==> src/lape_ram.sv <==
// Generic single-write, single-read RAM with a registered read port.
// Depends on nothing.
module lape_ram #(
  parameter int WIDTH = 8,
  parameter int DEPTH = 8
) (
  input  logic                     clk_i,
  input  logic                     we_i,
  input  logic [$clog2(DEPTH)-1:0] waddr_i,
  input  logic [WIDTH-1:0]         wdata_i,
  input  logic [$clog2(DEPTH)-1:0] raddr_i,
  output logic [WIDTH-1:0]         rdata_o
);

  logic [WIDTH-1:0] mem_q [DEPTH];
  logic [WIDTH-1:0] rdata_q;

  // Write port and registered read port.
  always_ff @(posedge clk_i) begin
    if (we_i) begin
      mem_q[waddr_i] <= wdata_i;
    end
    rdata_q <= mem_q[raddr_i];
  end

  assign rdata_o = rdata_q;

endmodule

==> config.mk <==
export PLATFORM = sky130hd
export DESIGN_NAME = lape_ram
export DESIGN_NICKNAME = d
export VERILOG_FILES = /design/src/lape_ram.sv
export SDC_FILE = /design/constraint.sdc
export NUM_CORES = 1
export LEC_CHECK = 0
export ABC_AREA = 1
export BUFFER_PORTS_ARGS = -buffer_cell sky130_fd_sc_hd__buf_2
export CAP_MARGIN = 20
export CORE_MARGIN = 2
export CORE_UTILIZATION = 50
export DETAILED_ROUTE_END_ITERATION = 16
export PLACE_DENSITY = 0.78
export SYNTH_ARGS = -nofsm -noshare
export SYNTH_HDL_FRONTEND = slang
export SYNTH_SLANG_ARGS = --single-unit
==> constraint.sdc <==
create_clock -name clk_i -period 1.1 [get_ports clk_i]
set_input_delay 0.055 -clock clk_i [delete_from_list [all_inputs] [get_ports clk_i]]
set_output_delay 0.055 -clock clk_i [all_outputs]
set_load 0.005 [all_outputs]
# Yosys cells after proc, flatten, opt, wreduce, memory -nomap -nowiden
# Memory sizes are Yosys's and may differ from the RTL's. A register that Yosys moved wholly into a read port is not among the register bits.
# Cells that the tools add are included.
# op_classes
n_mux	2
# op_table
operator	n
$mux W1	2
# totals
reg_bits	0
ramBits	64
wordCells	3
memories	1
# memory_table
name	depth	word_bits	read_ports	rd_clocked_by_memory_dff	wr	line_no	rtl
mem_q	8	8	1	1	1	15	logic [WIDTH-1:0] mem_q [DEPTH];

# Logic depth before layout (Yosys ltp)
# logic_depth
ltp_word	2
mapped_depth	8
depth_no_buf	6

# Worst setup path before layout
# OpenSTA, ideal clock, no wires.
# synth_timing
kind	input to register
startpoint	input waddr_i[0]
endpoint	memory mem_q[0][0] (enable)
arrival_ns	0.560
required_time_ns	0.730
path_slack_ns	0.170
stages	3
cell_sequence	inv_1 -> nand2_1 -> nor2_1
# synth_rtl
element	line_no	rtl
start, declared	9	input logic [$clog2(DEPTH)-1:0] waddr_i,
end, declared	15	
# Straight into the memory's write port.

==> metrics.csv <==
metric,value,unit
max-slew violation count,0,
met2 Use GR,30.00,%
cell taking the most area after synthesis,edfxtp_1,
sw power,1.283,mW
chip height,82.11,um
count of different cell masters after synthesis,11,
startpoint class of the critical path,flip-flop,
gr usage total,19.14,%
sw frac,20.51,%
clock tree buffer depth,2,
routability cong.,0.8007,
reg-to-reg endpoint,rdata_o[4],
hold_sp,raddr_i[2],
Max IR drop VDD,925.7,uV
RSZ-0062 raised after global routing,false,
worst path required time,1340,ps
first-pass GRT wire length,9.004,mm
Yosys Warn Count,0,
# diodes,0,
Num CTS Buffers,9,
Core Region,5921,sq um
#FFs+latches synth,72,
clk sinks,72,
drt first pass iters,4,
"Largest stage delay, worst path",400,ps
# fillers,461,
Post-Route Skew,5.275,ps
CTS resizes,0,
period utilisation layout,78.09,%
cells after synthesis,303,
H-tree depth,3,
min Tclk post-route,859.0,ps
share of layout cells above drive strength 1,15.10,%
I/O pins,24,
CP arrival,1100,ps
largest net degree at the start of global routing,33,
final antenna-violating net count,0,
slowest cell on the critical path,edfxtp_1,
CP max FO,1,
Area Overhead vs Synth,17.92,%
Top Usage Layer GRT,met2,
Clock Power Share,43.8,%
WL/cell,13.15,um
Reg-to-Reg Start,mem_q[1][4],
Worst Hold Endpoint,rdata_o[0],
Worst Hold Depth,4,
WL final,5.602,mm
Root Buffer,clkbuf_8,
Final setup viols,0,
syn_area_per_cell,10.07,sq um
Leakage,1.701,nW
WHS,116.8,ps
met3 Usage GRT,4.565,%
DP Worst Slack,170.4,ps
syn nets,319,
vias,2021,
most frequent cells in the layout,"nand2_1 (110), inv_1 (68), edfxtp_1 (64)",
fmax,1.164,GHz
Power Density,1740,nW/um^2
initial core utilization,51.52,%
Rel. slew slack,76.09,%
PortBufs,23,
Max-Cap Viols,0,
CTS tree,done,
"Critical Path, Cell by Cell",inv_1 -> nand2_1 -> nand3_1 -> nand2_1 -> nand2_1 -> nand2_1,
# rows,28,
Flop pwr share,49.6,%
Yosys top cell area share,63.00,%
clk_lat worst skew,350,ps
"Reg clk slew, reported paths",80,ps
"commonest non-fill, non-tap cell in the layout",nand2_1,
routed vias/inst,4.744,
post-synthesis sequential area ratio,68.25,%
Mapped Area,3050,sq um
Initial DRC Count,211,
status,"finished, final reports clean",
reg2reg setup slack,240,ps
DRC,0,
Die ar.,6741,sq um
Most common cell on crit path,nand2_1,
reg2reg path depth,6,
Worst Hold Class,primary input to flip-flop,
DP Wirelength,3.439,mm
nets,362,
power share of the combinational group,6.5,%
Worst-Margin Slew,358.3,ps
die width,82.11,um
Congestion Overflow GR,0,
crit end category,flip-flop,
setup_tns,0,ps
Final Hold Fails,0,
Setup CP Type,flip-flop to flip-flop,
Final Worst Setup Slack,241.0,ps
ranking of synthesized cells by area,"edfxtp_1 (63%), nand2_1 (14%), inv_1 (8.4%)",
initial antenna violation count,0,
grt met1 use,24.71,%
via count of the first global-routing pass,1917,
Pint,4.975,mW
==> metal layers <==
layer  share of wire (%)  vias to the layer above  routed length [um]
met3                 4.8                       13                 268
met5                   0                        -                   0
li1                    -                     1015                   -
met4                 2.5                        0                 141
met2                  48                       43                2666
met1                  45                      950                2525
==> area by class of cell <==
type | instances | area, sq um | area share [%]
Sequential cell | 72 | 2082 | 57.88
Multi-Input combinational cell | 150 | 603.1 | 16.77
Timing Repair Buffer | 43 | 285.3 | 7.930
Inverter | 70 | 265.3 | 7.374
Clock inverter | 7 | 143.9 | 4.000
Clock buffer | 9 | 123.9 | 3.443
Tap cell | 75 | 93.84 | 2.609
==> through the flow <==
stage	std cells	utilization, %	area, sq um	total power, mW
global route	426	60.76	3597	6.468
detailed placement	402	54.88	3249	3.552
CTS	426	60.76	3597	6.289
finish	426	60.76	3597	6.258
floorplan	303	-	3050	3.415
global placement	402	54.88	3249	3.540
==> flip-flops by register name, indices dropped and copies added, names as in the netlist <==
name,cells
mem_q,64
rdata_o,8
==> worst max path at each step <==
stage | slack (ps) | to | startpoint | cells past startpoint
2_1_floorplan | 170 | mem_q[0][0] | waddr_i[0] | 3
3_3_place_gp | 180 | rdata_o[0] | raddr_i[0] | 7
3_5_place_dp | 170 | mem_q[6][0] | waddr_i[0] | 5
4_1_cts | 250 | rdata_o[5] | mem_q[4][5] | 6
5_1_grt | 160 | rdata_o[4] | mem_q[1][4] | 6
6_report | 240 | rdata_o[4] | mem_q[1][4] | 6
==> what timing repair did <==
action | 4_1_cts | 5_1_grt
hold buffers | 8 | 0
setup buffers | 0 | 0
hold endpoints to repair | 57 | 0
==> logic make-up after synthesis <==
| logic type | after synthesis | share of synthesized area (%) |
|---|---|---|
| buf+inv | 81 | 11.98 |
| simple gates | 150 | 19.77 |
| flops | 72 | 68.25 |
==> synth_stat cells <==
cell	instances
buf_2	2
nor2_1	8
buf_6	6
edfxtp_1	64
inv_2	1
inv_1	68
dfxtp_1	8
buf_4	3
nand2_1	110
inv_4	1
nand3_1	32
==> critical path, delay by kind of cell, from the launching register on <==
| kind | cells | cell delay (ps) |
|---|---|---|
| flip-flops | 1 | 400 |
| buffers and inverters | 1 | 80 |
| AND/OR/NAND/NOR | 5 | 280 |
==> power groups by stage <==
stage | Clock, mW | Combinational [mW] | Sequential (mW)
4_1_cts | 2.77 | 0.408 | 3.11
3_3_place_gp | 0 | 0.374 | 3.17
6_report | 2.74 | 0.407 | 3.11
2_1_floorplan | 0 | 0.244 | 3.17
3_5_place_dp | 0 | 0.383 | 3.17
5_1_grt | 2.89 | 0.462 | 3.12
No activity file was read; power rests on OpenSTA's default activity.
